`src/design/als_pkg.sv`:
```
// ----------------------------------------------------------------------------
// als_pkg
// Types and codes of the aim lock sequencer
// ----------------------------------------------------------------------------
`default_nettype none

package als_pkg;

	// command codes
	localparam logic [1:0] CMD_TICK        = 2'd0;
	localparam logic [1:0] CMD_START_ONCE  = 2'd1;
	localparam logic [1:0] CMD_START_TRACK = 2'd2;
	localparam logic [1:0] CMD_STOP        = 2'd3;

	// mode codes
	localparam logic [2:0] MODE_IDLE   = 3'd0;
	localparam logic [2:0] MODE_ONCE   = 3'd1;
	localparam logic [2:0] MODE_TRACK  = 3'd2;
	localparam logic [2:0] MODE_LOCKED = 3'd3;
	localparam logic [2:0] MODE_ERROR  = 3'd4;

	// error codes
	localparam logic [2:0] ERR_NONE      = 3'd0;
	localparam logic [2:0] ERR_NO_TARGET = 3'd1;
	localparam logic [2:0] ERR_TIMEOUT   = 3'd2;
	localparam logic [2:0] ERR_GIMBAL    = 3'd3;
	localparam logic [2:0] ERR_CAL       = 3'd4;

	// configuration register indexes
	localparam logic [1:0] REG_DEFAULT_TIMEOUT = 2'd0;
	localparam logic [1:0] REG_TRACK_INTERVAL  = 2'd1;
	localparam logic [1:0] REG_LOCK_TOLERANCE  = 2'd2;

	// reset values and saturation limits
	localparam logic [15:0] DEFAULT_TIMEOUT_RST = 16'd2000;
	localparam logic [9:0]  TRACK_INTERVAL_RST  = 10'd50;
	localparam logic [7:0]  LOCK_TOLERANCE_RST  = 8'd4;
	localparam logic [15:0] ELAPSED_MAX         = 16'hFFFF;
	localparam logic [9:0]  GAP_MAX             = 10'h3FF;
	localparam logic [14:0] ABS_MAX             = 15'h7FFF;

	typedef struct packed {
		logic [1:0]         cmd;
		logic [15:0]        once_tmo;
		logic               calibrated;
		logic               gimbal_busy;
		logic               target_valid;
		logic signed [15:0] err_x;
		logic signed [15:0] err_y;
		logic               move_accepted;
	} als_in_t;

	typedef struct packed {
		logic [2:0]         mode;
		logic [2:0]         last_error;
		logic               move_request;
		logic signed [15:0] move_x;
		logic signed [15:0] move_y;
		logic               stop_request;
		logic               start_ok;
		logic [15:0]        mode_elapsed_ms;
	} als_out_t;

	// magnitude of a pixel error, most negative value saturates
	function automatic logic [14:0] mag16(input logic signed [15:0] v);
		logic [15:0] neg;
		neg = 16'd0 - v;
		if (!v[15]) begin
			mag16 = v[14:0];
		end else if (v == 16'sh8000) begin
			mag16 = ABS_MAX;
		end else begin
			mag16 = neg[14:0];
		end
	endfunction

endpackage

`default_nettype wire

```
`src/design/aim_lock_sequencer.sv`:
```
// ----------------------------------------------------------------------------
// aim_lock_sequencer
// Aiming sequencer: idle, once, tracking, locked and error modes
// ----------------------------------------------------------------------------
// Takes one command per clock (tick, start once, start track, stop) while
// cmd_stall is low, with the gimbal and vision status, and returns one result
// per command. A command is captured in an input register and resolved in a
// single pass of compare and counter logic into the result register, which
// offers the result; a new command can be taken every cycle while res_stall is
// low. A result held by the downstream stall leaves room for one more command
// in the input register, after which the command side stalls too; the user
// makes configuration writes only while idle, which the block does not enforce.
`default_nettype none

module aim_lock_sequencer (
	input  wire                  clk,
	input  wire                  arst_n,
	input  wire                  cmd_valid,
	output logic                 cmd_stall,
	input  als_pkg::als_in_t     cmd_item,
	output logic                 res_valid,
	input  wire                  res_stall,
	output als_pkg::als_out_t    res_item,
	input  wire                  cfg_we,
	input  wire  [1:0]           cfg_index,
	input  wire  [15:0]          cfg_data
);
	import als_pkg::*;

	// configuration registers
	logic [15:0] default_timeout_q;
	logic [9:0]  track_interval_q;
	logic [7:0]  lock_tolerance_q;

	// sequencer state
	logic [2:0]  mode_q;
	logic [2:0]  error_q;
	logic [15:0] elapsed_q;
	logic [9:0]  gap_q;
	logic [15:0] timeout_q;

	// pipeline registers
	logic        valid_s1;
	als_in_t     item_s1;
	logic        valid_s2;
	als_out_t    item_s2;

	logic        adv_s2;
	logic        load_s1;

	// next state and result
	logic [2:0]  mode_n;
	logic [2:0]  error_n;
	logic [15:0] elapsed_n;
	logic [9:0]  gap_n;
	logic [15:0] timeout_n;
	als_out_t    res_n;
	logic        on_target;
	logic        do_move;

	// handshake
	assign adv_s2    = valid_s1 && (!valid_s2 || !res_stall);
	assign load_s1   = cmd_valid && !cmd_stall;
	assign cmd_stall = valid_s1 && !adv_s2;
	assign res_valid = valid_s2;
	assign res_item  = item_s2;

	// configuration writes
	always_ff @(posedge clk or negedge arst_n) begin
		if (!arst_n) begin
			default_timeout_q <= DEFAULT_TIMEOUT_RST;
			track_interval_q  <= TRACK_INTERVAL_RST;
			lock_tolerance_q  <= LOCK_TOLERANCE_RST;
		end else if (cfg_we) begin
			unique case (cfg_index)
				REG_DEFAULT_TIMEOUT: default_timeout_q <= cfg_data;
				REG_TRACK_INTERVAL:  track_interval_q  <= cfg_data[9:0];
				REG_LOCK_TOLERANCE:  lock_tolerance_q  <= cfg_data[7:0];
				default: ;
			endcase
		end
	end

	// on-target test on the captured errors
	assign on_target = ({7'd0, lock_tolerance_q} >= mag16(item_s1.err_x)) &&
		({7'd0, lock_tolerance_q} >= mag16(item_s1.err_y));

	// command resolution
	always_comb begin
		mode_n    = mode_q;
		error_n   = error_q;
		elapsed_n = elapsed_q;
		gap_n     = gap_q;
		timeout_n = timeout_q;
		do_move   = 1'b0;
		res_n     = '0;

		unique case (item_s1.cmd)
			CMD_TICK: begin
				if (elapsed_q != ELAPSED_MAX) begin
					elapsed_n = elapsed_q + 16'd1;
				end
				if (gap_q != GAP_MAX) begin
					gap_n = gap_q + 10'd1;
				end
				if (mode_q == MODE_ONCE) begin
					if (elapsed_n > timeout_q) begin
						error_n   = ERR_TIMEOUT;
						mode_n    = MODE_ERROR;
						elapsed_n = '0;
					end else if (!item_s1.gimbal_busy) begin
						if (!item_s1.target_valid) begin
							error_n = ERR_NO_TARGET;
						end else if (on_target) begin
							error_n   = ERR_NONE;
							mode_n    = MODE_LOCKED;
							elapsed_n = '0;
						end else begin
							do_move = 1'b1;
						end
					end
				end else if (mode_q == MODE_TRACK) begin
					if (!item_s1.gimbal_busy && gap_n >= track_interval_q) begin
						gap_n = '0;
						if (!item_s1.target_valid) begin
							error_n = ERR_NO_TARGET;
						end else if (on_target) begin
							error_n = ERR_NONE;
						end else begin
							do_move = 1'b1;
						end
					end
				end
			end
			CMD_START_ONCE, CMD_START_TRACK: begin
				elapsed_n = '0;
				if (!item_s1.calibrated) begin
					error_n = ERR_CAL;
					mode_n  = MODE_ERROR;
				end else begin
					error_n        = ERR_NONE;
					res_n.start_ok = 1'b1;
					if (item_s1.cmd == CMD_START_ONCE) begin
						timeout_n = (item_s1.once_tmo == 16'd0) ?
							default_timeout_q : item_s1.once_tmo;
						gap_n     = '0;
						mode_n    = MODE_ONCE;
					end else begin
						gap_n  = GAP_MAX;
						mode_n = MODE_TRACK;
					end
				end
			end
			CMD_STOP: begin
				res_n.stop_request = 1'b1;
				mode_n             = MODE_IDLE;
				elapsed_n          = '0;
			end
			default: ;
		endcase

		// move issue, a refused move ends in error
		if (do_move) begin
			res_n.move_request = 1'b1;
			res_n.move_x       = item_s1.err_x;
			res_n.move_y       = item_s1.err_y;
			if (!item_s1.move_accepted) begin
				error_n   = item_s1.calibrated ? ERR_GIMBAL : ERR_CAL;
				mode_n    = MODE_ERROR;
				elapsed_n = '0;
			end
		end

		res_n.mode            = mode_n;
		res_n.last_error      = error_n;
		res_n.mode_elapsed_ms = elapsed_n;
	end

	// control and state registers
	always_ff @(posedge clk or negedge arst_n) begin
		if (!arst_n) begin
			valid_s1  <= 1'b0;
			valid_s2  <= 1'b0;
			mode_q    <= MODE_IDLE;
			error_q   <= ERR_NONE;
			elapsed_q <= '0;
			gap_q     <= '0;
			timeout_q <= DEFAULT_TIMEOUT_RST;
		end else begin
			if (load_s1) begin
				valid_s1 <= 1'b1;
			end else if (adv_s2) begin
				valid_s1 <= 1'b0;
			end
			if (adv_s2) begin
				valid_s2  <= 1'b1;
				mode_q    <= mode_n;
				error_q   <= error_n;
				elapsed_q <= elapsed_n;
				gap_q     <= gap_n;
				timeout_q <= timeout_n;
			end else if (!res_stall) begin
				valid_s2 <= 1'b0;
			end
		end
	end

	// payload registers
	always_ff @(posedge clk) begin
		if (load_s1) begin
			item_s1 <= cmd_item;
		end
		if (adv_s2) begin
			item_s2 <= res_n;
		end
	end

endmodule

`default_nettype wire

```
`config.mk`:
```
export PLATFORM = sky130hd
export DESIGN_NAME = aim_lock_sequencer
export DESIGN_NICKNAME = d
export VERILOG_FILES = /design/src/design/als_pkg.sv /design/src/design/aim_lock_sequencer.sv
export SDC_FILE = /design/constraint.sdc
export NUM_CORES = 1
export LEC_CHECK = 0
export BUFFER_PORTS_ARGS = -buffer_cell sky130_fd_sc_hd__buf_2
export CAP_MARGIN = 5
export CELL_PAD_IN_SITES_DETAIL_PLACEMENT = 0
export CELL_PAD_IN_SITES_GLOBAL_PLACEMENT = 1
export CORE_UTILIZATION = 45
export CTS_BUF_LIST = sky130_fd_sc_hd__clkbuf_8
export CTS_CLUSTER_DIAMETER = 50
export DETAILED_ROUTE_END_ITERATION = 8
export PLACE_DENSITY_LB_ADDON = 0.1
export SKIP_LAST_GASP = 1
export SYNTH_ARGS = -nofsm -noshare
export SYNTH_HDL_FRONTEND = slang
export SYNTH_SLANG_ARGS = --single-unit
```
`constraint.sdc`:
```
create_clock -name clk -period 5 [get_ports clk]
set_input_delay 0.25 -clock clk [delete_from_list [all_inputs] [get_ports clk]]
set_output_delay 0.25 -clock clk [all_outputs]
set_load 0.02 [all_outputs]
```
==> results.md <==
* Die width at 151 µm
* Met2 Usage GRT at 30.2%
* Hold Path Depth at 2
* Fill cells at 1905
* IR drop worst, VDD at 0.165 mV
* Max-Cap Viols at 0
* Internal power at 2.74 mW
* Yosys cell types at 78
* Layout cells sized above 1 at 24.0%
* Initial DRT Pass Iterations at 7
* Initial antenna violation count at 0
* Tmin final at 4650 ps
* Post-CTS setup repair buffer count at 0
* Gr usage total at 21.2%
* Final ANT Viol Nets at 0
* Pins Over Slew Limit at 0
* Clk pwr share at 26.4%
* Clk_lat worst skew at 480 ps
* Final hold violation count at 0
* Commonest non-fill, non-tap cells in the layout: 134 x buf_2, 111 x edfxtp_1, 71 x nor2_1
* Bufs on Longest Clock Path at 2
* Slew @ Worst Pin at 1020 ps
* Port Buf Inserts at 135
* WS Path Type: flop to flop
* HP Start: cfg_data[1]
* Fin nets at 1220
* Setup TNS at 0 ps
* Number of flops mapped to enable cells by yosys at 111
* RSZ-0062 raised after global routing: no
* CTS tree: built
* Syn nets at 1010
* FF-to-FF path depth at 18
* Drt wl/cell at 16.4 µm
* First-pass GRT wire length at 36600 µm
* Power Density at 337 mW/mm²
* Die area at 0.0227 mm²
* Critical Path RT at 5360 ps
* Sequential cell area at 0.00546 mm²
* Ant. Diodes at 0
* Maximum clock frequency at 215 MHz
* Register bit total from synthesis at 195
* Outcome: finished clean
* Core Region at 0.0218 mm²
* Commonest non-fill, non-tap cell in the layout: buf_2
* H-Tree Depth at 4
* Crit end category: flop
* Via density at 5.22
* Core Rows at 54
* Reg-to-Reg Start: elapsed_q[0]
* Final WL at 22700 µm
* Pleak at 5.20 nW
* Cells after Synth at 883
* Die H at 151 µm
* Post-synthesis cell area at 0.00996 mm²
* Clk_skew at 26.6 ps
* Remaining Overflow, GRT at 0
* Total CTS buffers at 17
* Via count at 7233
* Hold Path Class: input pin to flop
* Clock sinks at 195
* Synth warn at 0
* Worst EP arrival at 5020 ps
* Largest net degree at the start of global routing at 67
* Global Route met1 Usage at 33.2%
* Syn avg cell area at 11.3 µm²
* Area of the multi-input gates at 0.00416 mm²
* IO Pins at 136
* Initial Util at 45.8%
* Sequential fraction of the synthesis area at 54.8%
* Count of endpoints failing setup in the final report at 0
* Top FF cell, synth: edfxtp_1
* CTS Root Cell: clkbuf_8
* Final GP Congestion at 0.851
* Area delta synth->final at 21.5%
* Global-route met3 utilization at 3.18%
* Reg power frac at 50.8%
* Critical path launch point: elapsed_q[0]
* Reg clk slew, reported paths at 130 ps
* Final core occ at 55.6%
* Vias in the first global route at 6919
* DP Wirelength at 16000 µm
* Tcrit/Tclk final at 93.1%
* Crit path max fanout at 9
* Iter 0 DRT Violations at 426
* Sw Ratio at 32.9%
* Switching power at 1.34 mW
* Slew HR at 31.4%
* GR peak layer: met1
* DRC viols at 0
* Combinational power share at 22.9%
* FFs w/ async S/R, synth at 43.1%
* Type of origin of the critical path: flop
-- stage by stage --
stage	setup WS (ps)	std cells	total power, mW	hold slack, ps	cell area, µm²
floorplan	608	883	2.71	-45.6	9960
global placement	471	1289	2.98	152	11000
detailed placement	315	1289	2.99	154	11000
CTS	275	1386	4.12	12.0	12100
global route	64.8	1386	4.33	9.91	12100
finish	347	1386	4.08	42.4	12100
-- flip-flops by register name, indices dropped and copies added (netlist names) --
register	count
default_timeout_q	16
elapsed_q	16
error_q	3
gap_q	10
item_s1	54
lock_tolerance_q	8
mode_q	3
res_item	57
res_valid	1
timeout_q	16
track_interval_q	10
valid_s1	1
-- cells in the mapped netlist (all sizes together) (12+ instances only) --
| cell | number | area [µm²] |
|---|---|---|
| and2 | 38 | 243 |
| nand2b | 13 | 81.3 |
| ha | 50 | 626 |
| nor3 | 12 | 60.1 |
| o21ai | 22 | 110 |
| a211oi | 18 | 135 |
| nand2 | 67 | 254 |
| inv | 55 | 206 |
| nand3 | 25 | 125 |
| dfstp | 16 | 420 |
| o31ai | 17 | 128 |
| a31oi | 12 | 75.1 |
| mux2 | 37 | 420 |
| nor4 | 13 | 111 |
| xnor2 | 19 | 166 |
| and3 | 16 | 101 |
| a21oi | 51 | 255 |
| nor2 | 72 | 270 |
| clkbuf | 25 | 104 |
| edfxtp | 111 | 3330 |
| dfrtp | 68 | 1700 |
-- cell type report --
type,count,area share [%]
inverters,55,1.71
repair buffers,221,12.3
multi-input cells,603,34.4
well taps,280,2.90
clock inverters,15,1.64
clock buffers,17,1.93
flip-flops and latches,195,45.1
-- worst max-delay path: stages (launching register included) --
cell	delay [ps]
dfrtp_1	440
ha_1	220
nand2_1	80
nor2_2	210
nand2_1	110
or3_1	490
nand3_1	160
xor2_1	270
inv_1	90
ha_1	290
nand2_1	70
or4_1	560
a21o_1	190
a31oi_1	270
nor3_1	110
and3b_1	220
and2_4	190
o31a_1	310
mux2_4	260
-- timing repair --
action | in CTS | in global routing
resized for setup | 0 | 1
hold buffers | 65 | 0
endpoints found under the hold margin | 84 | 0
setup endpoints to repair | 0 | 49
-- cell families (layout without fill, tap and decap cells) --
family / after synthesis / in the layout / synth area share, %
AO/OA/AOI/OAI: 169 / 169 / 11.2
XOR/XNOR: 29 / 29 / 2.55
adder cells (fa/ha/maj): 50 / 50 / 6.28
buffers and inverters: 85 / 308 / 3.49
flip-flops: 195 / 195 / 54.8
multiplexers: 46 / 46 / 5.13
AND/OR/NAND/NOR: 309 / 309 / 16.5
-- power groups by stage --
stage / registers (mW) / clock network [mW] / logic, mW
5_1_grt: 2.10 / 1.17 / 1.06
3_5_place_dp: 2.10 / 0 / 0.889
3_3_place_gp: 2.10 / 0 / 0.877
4_1_cts: 2.07 / 1.11 / 0.934
6_report: 2.07 / 1.08 / 0.932
2_1_floorplan: 2.11 / 0 / 0.600
-- layer usage --
layer  vias up  part of all wire [%]  wire [µm]
met5         -                     0          0
met4         0                  0.99        225
met3        18                   3.6        821
met2       164                    42       9530
met1      3409                    53      12200
li1       3642                     -          -
-- final timing paths --
| path | to | slack (ps) |
|---|---|---|
| worst max-delay path | error_q[2] | 350 |
| worst min-delay path | track_interval_q[1] | 40 |
| worst max register to register | error_q[2] | 350 |
| worst min register to register | timeout_q[4] | 500 |
| max in group asynchronous | lock_tolerance_q[3] | 3690 |
| min in group asynchronous | elapsed_q[15] | 160 |
Power figures use the tool's default switching activity.
